## src/mrcp_pkg.sv

```systemverilog
package mrcp_pkg;

  // Frame and register limits
  localparam int MAX_FRAME_BYTES = 256;
  localparam int MAX_REGISTERS   = 125;
  localparam int READ_BYTES_MAX  = 2 * MAX_REGISTERS;
  localparam int POS_W           = $clog2(MAX_FRAME_BYTES + 1);

  // Stream widths
  localparam int IN_TDATA_W  = 8;
  localparam int OUT_TDATA_W = 112;
  localparam int OUT_TUSER_W = 1;

  // Framing modes
  localparam logic MODE_RTU = 1'b0;
  localparam logic MODE_TCP = 1'b1;

  // Result kinds
  localparam logic KIND_WORD    = 1'b0;
  localparam logic KIND_SUMMARY = 1'b1;

  // Summary status codes
  localparam logic [3:0] ST_OK          = 4'd0;
  localparam logic [3:0] ST_SHORT       = 4'd1;
  localparam logic [3:0] ST_CRC_BAD     = 4'd2;
  localparam logic [3:0] ST_PID_NONZERO = 4'd3;
  localparam logic [3:0] ST_INCOMPLETE  = 4'd4;
  localparam logic [3:0] ST_EMPTY_PDU   = 4'd5;
  localparam logic [3:0] ST_UNSUPPORTED = 4'd6;
  localparam logic [3:0] ST_COUNT_BIG   = 4'd7;
  localparam logic [3:0] ST_PDU_SHORT   = 4'd8;

  // Function codes
  localparam logic [7:0] FC_READ_HOLDING = 8'd3;
  localparam logic [7:0] FC_READ_INPUT   = 8'd4;
  localparam logic [7:0] FC_WRITE_COIL   = 8'd5;
  localparam logic [7:0] FC_WRITE_REG    = 8'd6;
  localparam logic [7:0] FC_WRITE_COILS  = 8'd15;
  localparam logic [7:0] FC_WRITE_REGS   = 8'd16;
  localparam logic [7:0] FC_EXC_MASK     = 8'h80;

  localparam logic [15:0] CRC_INIT = 16'hFFFF;
  localparam logic [15:0] CRC_POLY = 16'hA001;
  localparam logic [15:0] PID_MODBUS = 16'h0000;

  // Bit positions of the result fields in the output tdata
  localparam int STATUS_LSB = 23;

  typedef struct packed {
    logic        item_kind;
    logic [6:0]  reg_index;
    logic [15:0] reg_value;
    logic [3:0]  status;
    logic [7:0]  unit_id;
    logic [6:0]  fn_code;
    logic        exc_flag;
    logic [7:0]  exc_code;
    logic [15:0] trans_id;
    logic [7:0]  data_count;
    logic [15:0] ack_address;
    logic [15:0] ack_value;
  } result_t;

  function automatic logic [15:0] crc_byte(input logic [15:0] crc, input logic [7:0] b);
    logic [15:0] c;
    c = crc ^ {8'h00, b};
    for (int i = 0; i < 8; i++) begin
      c = c[0] ? ((c >> 1) ^ CRC_POLY) : (c >> 1);
    end
    return c;
  endfunction

  function automatic logic is_read_fc(input logic [7:0] fc);
    return (fc == FC_READ_HOLDING) || (fc == FC_READ_INPUT);
  endfunction

  function automatic logic is_write_fc(input logic [7:0] fc);
    return (fc == FC_WRITE_COIL) || (fc == FC_WRITE_REG) ||
           (fc == FC_WRITE_COILS) || (fc == FC_WRITE_REGS);
  endfunction

endpackage

```

## src/modbus_response_checker_parser_top.sv

```systemverilog
// Modbus response checker and parser. Response bytes enter on the s_axis side,
// one byte per transaction, tlast on the final byte of the frame. The mode
// register selects RTU framing (CRC-16/MODBUS trailer, low byte first) or TCP
// framing (MBAP header); write it only between frames. The block takes one
// byte per cycle while ready: every byte is parsed combinationally against
// the frame state registers and its results go into a four-entry result queue.
// A byte yields at most two results: a register word for function 3 or 4 (tuser 0),
// and on the tlast byte the frame summary (tuser 1), word first. Register words
// are provisional until the summary status confirms the frame. s_axis_tready
// drops only while fewer than two queue entries are free, so with the master
// side ready a byte is taken in every cycle. In RTU mode register words come
// out two bytes late because the last two bytes of a frame are the trailer.
// Bytes beyond 256 per frame are dropped; tlast still closes the frame.
module modbus_response_checker_parser_top (
  input  logic                            clk,
  input  logic                            rst,
  // framing mode register: 0 RTU, 1 TCP
  input  logic                            mode_wr_en,
  input  logic                            mode_wr_data,
  input  logic                            s_axis_tvalid,
  output logic                            s_axis_tready,
  // [7:0] rx_byte
  input  logic [mrcp_pkg::IN_TDATA_W-1:0] s_axis_tdata,
  input  logic                            s_axis_tlast,
  output logic                            m_axis_tvalid,
  input  logic                            m_axis_tready,
  // [6:0] reg_index, [22:7] reg_value, [26:23] status, [34:27] unit id,
  // [41:35] function code, [42] exception flag, [50:43] exception code byte,
  // [66:51] MBAP transaction id, [74:67] read data count, [90:75] ack_address,
  // [106:91] ack_value, [111:107] zero
  output logic [mrcp_pkg::OUT_TDATA_W-1:0] m_axis_tdata,
  // [0] item_kind
  output logic [mrcp_pkg::OUT_TUSER_W-1:0] m_axis_tuser
);

  import mrcp_pkg::*;

  localparam int QDEPTH = 4;
  localparam int QPTR_W = $clog2(QDEPTH);
  localparam int QCNT_W = $clog2(QDEPTH + 1);

  // Frame state
  logic             mode;
  logic [POS_W-1:0] byte_position, byte_position_next;
  logic [15:0]      crc_acc, crc_acc_next;
  logic [15:0]      delayed_bytes, delayed_bytes_next;
  logic [15:0]      mbap_tid, mbap_tid_next;
  logic [15:0]      mbap_pid, mbap_pid_next;
  logic [15:0]      mbap_len, mbap_len_next;
  logic [15:0]      unit_and_function, unit_and_function_next;
  logic [7:0]       exception_byte, exception_byte_next;
  logic [7:0]       read_byte_count, read_byte_count_next;
  logic [7:0]       high_byte_hold, high_byte_hold_next;
  logic [31:0]      ack_fields, ack_fields_next;

  // Result queue
  result_t          queue [QDEPTH];
  logic [QPTR_W-1:0] wr_ptr, rd_ptr;
  logic [QCNT_W-1:0] q_count;

  logic             in_acc, out_acc;
  logic             frame_open;
  logic [7:0]       rx;
  logic             body_vld;
  logic [7:0]       body_b;
  logic [POS_W-1:0] body_pos;
  logic             pdu_vld;
  logic [POS_W-1:0] pdu_q;
  logic [POS_W-1:0] pdu_qm3;
  logic [POS_W-1:0] rbc_ext;
  logic [7:0]       fc;
  logic             word_vld;
  result_t          word_res, sum_res;
  logic [15:0]      trailer;
  logic [3:0]       st;
  logic [7:0]       fc_next;

  // Check the payload against what the function code needs
  function automatic logic [3:0] payload_status(input logic [15:0] avail,
                                                input logic [7:0] f,
                                                input logic [7:0] rbc);
    logic [3:0] s;
    if ((f & FC_EXC_MASK) != 8'h00) begin
      s = (avail < 16'd2) ? ST_PDU_SHORT : ST_OK;
    end else if (is_read_fc(f)) begin
      if ({8'h00, rbc} > 16'(READ_BYTES_MAX)) begin
        s = ST_COUNT_BIG;
      end else begin
        s = ({1'b0, avail} < (17'd2 + {9'h000, rbc})) ? ST_PDU_SHORT : ST_OK;
      end
    end else if (is_write_fc(f)) begin
      s = (avail < 16'd5) ? ST_PDU_SHORT : ST_OK;
    end else begin
      s = ST_UNSUPPORTED;
    end
    return s;
  endfunction

  assign in_acc     = s_axis_tvalid & s_axis_tready;
  assign out_acc    = m_axis_tvalid & m_axis_tready;
  assign frame_open = byte_position < POS_W'(MAX_FRAME_BYTES);
  assign rx         = s_axis_tdata[7:0];
  assign fc         = unit_and_function[7:0];
  assign pdu_qm3    = pdu_q - POS_W'(3);
  assign rbc_ext    = POS_W'(read_byte_count);

  // Parse one byte and build its results
  always_comb begin
    byte_position_next     = byte_position;
    crc_acc_next           = crc_acc;
    delayed_bytes_next     = delayed_bytes;
    mbap_tid_next          = mbap_tid;
    mbap_pid_next          = mbap_pid;
    mbap_len_next          = mbap_len;
    unit_and_function_next = unit_and_function;
    exception_byte_next    = exception_byte;
    read_byte_count_next   = read_byte_count;
    high_byte_hold_next    = high_byte_hold;
    ack_fields_next        = ack_fields;
    body_vld = 1'b0;
    body_b   = rx;
    body_pos = byte_position;
    pdu_vld  = 1'b0;
    pdu_q    = '0;
    word_vld = 1'b0;
    word_res = '0;
    word_res.item_kind = KIND_WORD;

    // Pick the byte to parse: RTU runs two bytes behind to strip the trailer
    if (frame_open) begin
      byte_position_next = byte_position + POS_W'(1);
      if (mode == MODE_RTU) begin
        delayed_bytes_next = {delayed_bytes[7:0], rx};
        if (byte_position >= POS_W'(2)) begin
          body_vld = 1'b1;
          body_b   = delayed_bytes[15:8];
          body_pos = byte_position - POS_W'(2);
        end
      end else begin
        body_vld = 1'b1;
      end
    end

    // Frame header: slave id, MBAP words, CRC
    if (body_vld) begin
      if (mode == MODE_RTU) begin
        crc_acc_next = crc_byte(crc_acc, body_b);
        if (body_pos == '0) begin
          unit_and_function_next[15:8] = body_b;
        end else begin
          pdu_vld = 1'b1;
          pdu_q   = body_pos - POS_W'(1);
        end
      end else if (body_pos < POS_W'(6)) begin
        case (body_pos[2:1])
          2'd0:    mbap_tid_next = {mbap_tid[7:0], body_b};
          2'd1:    mbap_pid_next = {mbap_pid[7:0], body_b};
          default: mbap_len_next = {mbap_len[7:0], body_b};
        endcase
      end else if (body_pos == POS_W'(6)) begin
        unit_and_function_next[15:8] = body_b;
      end else if ((mbap_len >= 16'd2) &&
                   (16'(body_pos - POS_W'(7)) < (mbap_len - 16'd1))) begin
        pdu_vld = 1'b1;
        pdu_q   = body_pos - POS_W'(7);
      end
    end

    // PDU: function code, exception, register data, write echo
    if (pdu_vld) begin
      if (pdu_q == '0) begin
        unit_and_function_next[7:0] = body_b;
      end else if ((fc & FC_EXC_MASK) != 8'h00) begin
        if (pdu_q == POS_W'(1)) begin
          exception_byte_next = body_b;
        end
      end else if (is_read_fc(fc)) begin
        if (pdu_q == POS_W'(1)) begin
          read_byte_count_next = body_b;
        end else if ((read_byte_count <= 8'(READ_BYTES_MAX)) &&
                     (pdu_q <= rbc_ext + POS_W'(1))) begin
          if (!pdu_q[0]) begin
            high_byte_hold_next = body_b;
          end else begin
            word_vld           = 1'b1;
            word_res.reg_index = pdu_qm3[7:1];
            word_res.reg_value = {high_byte_hold, body_b};
          end
        end
      end else if (is_write_fc(fc)) begin
        if (pdu_q <= POS_W'(4)) begin
          ack_fields_next = {ack_fields[23:0], body_b};
        end
      end
    end
  end

  // Frame summary from the state after this byte
  always_comb begin
    sum_res = '0;
    sum_res.item_kind = KIND_SUMMARY;
    fc_next = unit_and_function_next[7:0];
    trailer = frame_open ? {rx, delayed_bytes[7:0]} : {delayed_bytes[7:0], delayed_bytes[15:8]};
    if (mode == MODE_RTU) begin
      if (byte_position_next < POS_W'(5)) begin
        st = ST_SHORT;
      end else if (crc_acc_next != trailer) begin
        st = ST_CRC_BAD;
      end else begin
        st = payload_status(16'(byte_position_next - POS_W'(3)), fc_next,
                            read_byte_count_next);
      end
    end else begin
      if (byte_position_next < POS_W'(8)) begin
        st = ST_SHORT;
      end else if (mbap_pid_next != PID_MODBUS) begin
        st = ST_PID_NONZERO;
      end else if (17'(byte_position_next) < (17'd6 + {1'b0, mbap_len_next})) begin
        st = ST_INCOMPLETE;
      end else if (mbap_len_next < 16'd2) begin
        st = ST_EMPTY_PDU;
      end else begin
        st = payload_status(mbap_len_next - 16'd1, fc_next, read_byte_count_next);
      end
      if (st != ST_SHORT) begin
        sum_res.trans_id = mbap_tid_next;
      end
    end
    sum_res.status = st;
    if ((st == ST_OK) || (st >= ST_EMPTY_PDU)) begin
      sum_res.unit_id  = unit_and_function_next[15:8];
      sum_res.fn_code  = fc_next[6:0];
      sum_res.exc_flag = fc_next[7];
    end
    if (st == ST_OK) begin
      if (fc_next[7]) begin
        sum_res.exc_code = exception_byte_next;
      end else if (is_read_fc(fc_next)) begin
        sum_res.data_count = read_byte_count_next;
      end else if (is_write_fc(fc_next)) begin
        sum_res.ack_address = ack_fields_next[31:16];
        sum_res.ack_value   = ack_fields_next[15:0];
      end
    end
  end

  // Mode register
  always_ff @(posedge clk) begin
    if (rst) begin
      mode <= MODE_RTU;
    end else if (mode_wr_en) begin
      mode <= mode_wr_data;
    end
  end

  // Advance frame state; clear it once the tlast byte is taken
  always_ff @(posedge clk) begin
    if (rst || (in_acc && s_axis_tlast)) begin
      byte_position     <= '0;
      crc_acc           <= CRC_INIT;
      delayed_bytes     <= '0;
      mbap_tid          <= '0;
      mbap_pid          <= '0;
      mbap_len          <= '0;
      unit_and_function <= '0;
      exception_byte    <= '0;
      read_byte_count   <= '0;
      high_byte_hold    <= '0;
      ack_fields        <= '0;
    end else if (in_acc) begin
      byte_position     <= byte_position_next;
      crc_acc           <= crc_acc_next;
      delayed_bytes     <= delayed_bytes_next;
      mbap_tid          <= mbap_tid_next;
      mbap_pid          <= mbap_pid_next;
      mbap_len          <= mbap_len_next;
      unit_and_function <= unit_and_function_next;
      exception_byte    <= exception_byte_next;
      read_byte_count   <= read_byte_count_next;
      high_byte_hold    <= high_byte_hold_next;
      ack_fields        <= ack_fields_next;
    end
  end

  // Push up to two results, word first
  always_ff @(posedge clk) begin
    if (in_acc) begin
      if (word_vld) begin
        queue[wr_ptr] <= word_res;
      end
      if (s_axis_tlast) begin
        queue[wr_ptr + QPTR_W'(word_vld)] <= sum_res;
      end
    end
  end

  // Queue pointers and fill count
  always_ff @(posedge clk) begin
    if (rst) begin
      wr_ptr  <= '0;
      rd_ptr  <= '0;
      q_count <= '0;
    end else begin
      wr_ptr  <= wr_ptr + QPTR_W'(in_acc & word_vld) + QPTR_W'(in_acc & s_axis_tlast);
      rd_ptr  <= rd_ptr + QPTR_W'(out_acc);
      q_count <= q_count + QCNT_W'(in_acc & word_vld) + QCNT_W'(in_acc & s_axis_tlast)
                 - QCNT_W'(out_acc);
    end
  end

  assign s_axis_tready = q_count <= QCNT_W'(QDEPTH - 2);
  assign m_axis_tvalid = q_count != '0;
  assign m_axis_tuser  = queue[rd_ptr].item_kind;
  assign m_axis_tdata  = {5'b00000,
                          queue[rd_ptr].ack_value,
                          queue[rd_ptr].ack_address,
                          queue[rd_ptr].data_count,
                          queue[rd_ptr].trans_id,
                          queue[rd_ptr].exc_code,
                          queue[rd_ptr].exc_flag,
                          queue[rd_ptr].fn_code,
                          queue[rd_ptr].unit_id,
                          queue[rd_ptr].status,
                          queue[rd_ptr].reg_value,
                          queue[rd_ptr].reg_index};

endmodule

```

## config.mk

```make
export PLATFORM = sky130hd
export DESIGN_NAME = modbus_response_checker_parser_top
export DESIGN_NICKNAME = d
export VERILOG_FILES = /design/src/mrcp_pkg.sv /design/src/modbus_response_checker_parser_top.sv
export SDC_FILE = /design/constraint.sdc
export NUM_CORES = 1
export LEC_CHECK = 0
export BUFFER_PORTS_ARGS = -buffer_cell sky130_fd_sc_hd__buf_2
export CORE_ASPECT_RATIO = 1.25
export CORE_MARGIN = 2
export CORE_UTILIZATION = 40
export CTS_CLUSTER_SIZE = 40
export DETAILED_ROUTE_END_ITERATION = 10
export GPL_ROUTABILITY_DRIVEN = 0
export HOLD_SLACK_MARGIN = 0.12
export SKIP_CTS_REPAIR_TIMING = 1
export SYNTH_ARGS = -nofsm -noshare
export SYNTH_HDL_FRONTEND = slang
export SYNTH_SLANG_ARGS = --single-unit
```

## constraint.sdc

```tcl
create_clock -name clk -period 27.2 [get_ports clk]
set_clock_uncertainty 0.05 [all_clocks]
set_input_delay 1.36 -clock clk [delete_from_list [all_inputs] [get_ports clk]]
set_output_delay 1.36 -clock clk [all_outputs]
set_load 0.01 [all_outputs]
```

Word level (Yosys, flattened, before mapping)

Memory sizes are Yosys's and may differ from the RTL's. A register that Yosys moved wholly into a read port is not among the register bits.
Cells that the tools add are included.

Add/subtract/negate cells: 19
Reduce and logical (&&, ||, !) cells: 22
Bitwise gates (word level): 20
Multiplexer cells: 120
Eq/ne operators: 17
Order comparisons: 21

Operators with widths:

| operator              | count |
|---|---|
| $mux 16               | 26 |
| $mux 32               | 8 |
| $mux 8                | 22 |
| $mux 23               | 7 |
| $mux 9                | 10 |
| $mux 4                | 22 |
| $mux 40               | 2 |
| $eq 8x3->1 const B    | 6 |
| $lt 16x2->1 const B   | 3 |
| $lt 16x3->1 const B   | 2 |
| $sub 16x1->16 const B | 2 |
| $not 2->3             | 8 |
| $mux 1                | 22 |
| $logic_not 9->1       | 2 |
| $lt 9x3->1 const B    | 2 |
| $add 3x16->17 const A | 1 |
| $lt 16x17->1          | 1 |
| $lt 9x17->1           | 1 |
| $eq 8x2->1 const B    | 2 |
| $eq 8x4->1 const B    | 2 |
| $eq 8x5->1 const B    | 2 |
| $ge 16x2->1 const B   | 1 |
| $lt 16x16->1          | 1 |
| $lt 16x9->1           | 1 |
| 39 further kinds      | 63 |

Input bits: 15
Output and inout bits: 115
Bits in writable memories: 432
Register bits: 169
Memories: 1

Memory list:

| memory | depth | bits a word | read ports | clocked after memory_dff | wr ports | line                                     | RTL |
|---|---|---|---|---|---|---|---|
| queue  | 4     | 108         | 1          | 1                        | 2        | modbus_response_checker_parser_top.sv:57 | `result_t queue [QDEPTH];` |

Depth between registers and ports, before layout

Depth in word-level cells: 33
Depth in mapped cells: 41
Mapped depth without buffers: 37

Least setup slack after synthesis

OpenSTA, ideal clock, no wires.

Path type: flip-flop to flip-flop
From: register byte_position[2]
To: memory queue[2][0] (netlist name), enable pin
Cell stages (with the launch flop): 38
Slack: 17.520 ns
Buffers on the path: 4
Data required time: 26.705 ns
Arrival time: 9.185 ns
Cells stage by stage: dfxtp_1 clkbuf_1 inv_1 ha_1 nor3b_1 a41oi_1 buf_2 xnor2_1 ha_1 nand2_1 o21ai_0 nor3_1 xnor2_1 ha_1 nand2_1 nor2_1 o211ai_1 a2111oi_0 [2 not listed] mux2_2 ha_1 nor2b_1 o21a_1 o21a_1 o21a_1 o21a_1 o21a_1 o21a_1 o21ai_0 a21oi_1 nor4_1 ha_1 clkbuf_1 nor2_1 nand2_1 clkbuf_1 nand2_1

RTL lines:

| what                     | line                                      | RTL |
|---|---|---|
| start: declaration       | modbus_response_checker_parser_top.sv:44  | `logic [POS_W-1:0] byte_position, byte_position_next;` |
| start signal: assignment | modbus_response_checker_parser_top.sv:271 | `byte_position <= byte_position_next;` |
| end: declaration         | modbus_response_checker_parser_top.sv:57  |  |

==> impl_metrics.py <==
metrics = {
    "worst_hold_path": {
        "min_path_type": "flop to flop",
    },
    "sta": {
        "relSlewSlack_pct": 20.85,
        "report.final.setup_viol": 0,
        "worst_slew_pin_slew_ps": 1184,
        "slew_violations": 0,
        "tns_ps": 0,
        "hold_viol_final": 0,
        "timing.final.crit_share_pct": 42.86,
        "max_freq_ghz": 0.08579,
        "fin_ws_ps": 15540,
        "fin_crit_ps": 11660,
        "rsz0062_at_grt": "no",
    },
    "layout": {
        "multi_input_area_sq_um": 16070,
        "layout_common_cells": "nand2_1, edfxtp_1, nor2_1, a21oi_1, dfxtp_1",
        "seqCellArea_sq_um": 15400,
        "fill_cells": 7766,
        "syn2layout_area_growth_pct": 10.43,
        "drive_gt1_share_pct": 17.58,
        "final_nets": 3345,
        "layout_commonest_cell": "nand2_1",
    },
    "worst_setup_path": {
        "cp_max_fo": 67,
        "regToRegSetupSlack_ps": 15540,
        "cp_data_arrival_time_ps": 11860,
        "critPathSlowestCell": "nand3_1",
        "slowest_delay_ps": 890,
        "cpMostUsedCell": "o21a_1",
        "cp.required_ps": 27410,
        "critical_path.top_delay_family": "simple AND/OR/NAND/NOR gates",
        "path_buf_inv": 3,
        "path_class": "flop to flop",
        "cp-start-kind": "flop",
        "cp-end-kind": "flop",
    },
    "drt": {
        "ant_nets": 0,
        "dr.pass1.iters": 6,
        "vias": 25210,
        "drt_wl_total_microns": 95760,
        "drc": 0,
        "drt-initial-drc-count": 2042,
        "viasPerCell": 5.753,
        "wl_per_cell_microns": 21.85,
    },
    "yosys": {
        "synth_seq_area_share_pct": 47.18,
        "yosys_warnings": 0,
        "synth_top_area_share_pct": 30.92,
        "synth_edf_count": 336,
        "ys_types": 90,
        "synth_flop_cell": "edfxtp_1",
        "netlist_area_sq_um": 32630,
        "synth.area.top_cells": "edfxtp_1, dfxtp_1, mux4_2",
        "postSynthAreaPerCell_sq_um": 9.958,
        "netlist_instances": 3277,
        "synth_seq_cells": 601,
        "async_flop_share_pct": 0,
        "synth_top_cell_by_area": "edfxtp_1",
    },
    "clock_network": {
        "cts_buffers": 57,
        "clock_path_buffers": 3,
        "htreeDepth": 2,
        "clockRootBuffer": "clkbuf_16",
        "clk_latency_ps": 660,
        "cts_tree": "built",
        "clk_pin_slew_ps": 70,
        "cts_sinks": 601,
    },
    "grt": {
        "antenna_found_initial": 0,
        "first_global_vias": 24640,
        "grt.overflow.total": 0,
        "grt_start_max_net_pins": 90,
        "grt_first_pass_wirelength_microns": 146600,
        "grtUsageTotal_pct": 22.50,
    },
    "power_and_ir_drop": {
        "ir_worst_vdd_v": 0.00005752,
        "cellPowerDensity_nw_per_um2": 80.77,
        "p_leak_uw": 0.01148,
    },
    "die": {
        "initial_utilization_pct": 40.24,
        "rows": 117,
        "ioPinCount": 130,
        "die_h_microns": 323.3,
        "die_area_sq_um": 83890,
        "core_area_sq_um": 81100,
        "die-width_microns": 259.5,
    },
    "placed_design": {
        "pre_cts_ws_ps": 15800,
        "port_buffers": 124,
        "dp_hpwl_microns": 62040,
    },
    "run": {
        "maxCapViolations": 0,
    },
    "run_status": {
        "status": "complete, no violations",
    },
}
## worst paths after layout
path | start | end | depth (start not counted)
min reg2reg | queue[1][91]$_SDFFE_PP0P_ | queue[1][91]$_SDFFE_PP0P_ | 2
min | queue[1][91]$_SDFFE_PP0P_ | queue[1][91]$_SDFFE_PP0P_ | 2
max reg2reg | byte_position[2]$_SDFFE_PP0P_ | queue[3][75]$_DFFE_PP_ | 31
max | byte_position[2]$_SDFFE_PP0P_ | queue[3][75]$_DFFE_PP_ | 31
## kinds of logic (layout without fill, tap and decap cells)
logic type | Yosys count | after routing | synth area share [%]
AOI/OAI and AO/OA | 559 | 559 | 11.03
xor gates and xnor gates | 128 | 128 | 3.600
adders and majority gates | 68 | 68 | 2.669
buffers and inverters | 309 | 338 | 4.195
DFF | 601 | 601 | 47.18
muxes | 203 | 203 | 10.46
other | 1 | 6 | 0.01149
and+or+nand+nor | 1408 | 1408 | 20.86
## per-stage QoR
step                      std cells  util [%]  power, uW  hold slack (ps)  cell area (sq um)
final                          4382     44.43       2911            397.5              36030
after global placement         4275     42.01       2081            382.1              34070
after CTS                      4381     44.43       2920            396.4              36030
after global routing           4381     44.43       3044            409.9              36030
after detailed placement       4275     42.01       2084            386.5              34070
after floorplan                3281         -       1753            368.5              32650
## flip-flops by register name, summed over array words and instances, names as in the netlist
signal	count
exception_byte	8
mbap_tid	16
ack_fields	32
high_byte_hold	8
crc_acc	16
mbap_len	16
delayed_bytes	16
mbap_pid	16
rd_ptr	2
queue	432
unit_and_function	16
q_count	3
byte_position	9
mode	1
read_byte_count	8
wr_ptr	2
## worst register-to-register path, delay by kind of cell (launching register included)
kind | cells | cell delay (ps)
AO/OA/AOI/OAI | 14 | 3150
XOR/XNOR | 1 | 360
adder cells (fa/ha/maj) | 4 | 1300
buffers and inverters | 3 | 1300
flip-flops | 1 | 430
AND/OR/NAND/NOR | 9 | 4580
## power by group
part | internal, uW | total, uW | switching, uW | leakage, uW
clock | 473 | 837 | 363 | 0.000942
combinational | 380 | 1040 | 658 | 0.00544
sequential | 995 | 1040 | 40.6 | 0.00510
total | 1850 | 2910 | 1060 | 0.0115
## Yosys cell counts, types with 7 or more instances
cell type and count:
a211o_1 12, a2111oi_0 7, mux4_2 108, a41o_1 7, nor4_1 26, ha_1 64, nor3_1 230, or4_1 11
o21a_1 19, nor3b_1 10, inv_1 46, nor2b_1 9, dfxtp_1 265, nand2b_1 8, mux2i_1 77, buf_1 22
buf_4 18, buf_2 23, xor2_1 32, a41oi_1 16, and2_1 21, or2_2 40, nand3_1 61, a211oi_1 59
o21ai_0 50, o41ai_1 8, nor3_2 83, nand4_1 21, buf_6 15, xnor2_1 92, nor2_1 321, o211ai_1 31
a21o_1 11, mux2_2 16, nand2_1 508, clkbuf_1 185, a31oi_1 10, edfxtp_1 336, and3_1 15, a21oi_1 269
or3_1 17
## layer usage
layer  vias up  GRT usage (%)  share of wire, %
met2       822          39.70                50
met4         0          9.668               4.3
met1     12310          27.71                40
li1      11880              -                 -
met3       194          2.586               5.2
met5         -              0                 0
## layout make-up
| cell class | count | area share (%) |
|---|---|---|
| inverters | 46 | 0.4792 |
| flip-flops and latches | 601 | 42.75 |
| clock inverters | 30 | 1.122 |
| diodes | 1 | 0.006945 |
| multi-input cells | 2371 | 44.59 |
| well taps | 1071 | 3.719 |
| clock buffers | 76 | 4.323 |
| repair buffers | 186 | 3.014 |
(Power assumes the default switching activity.)
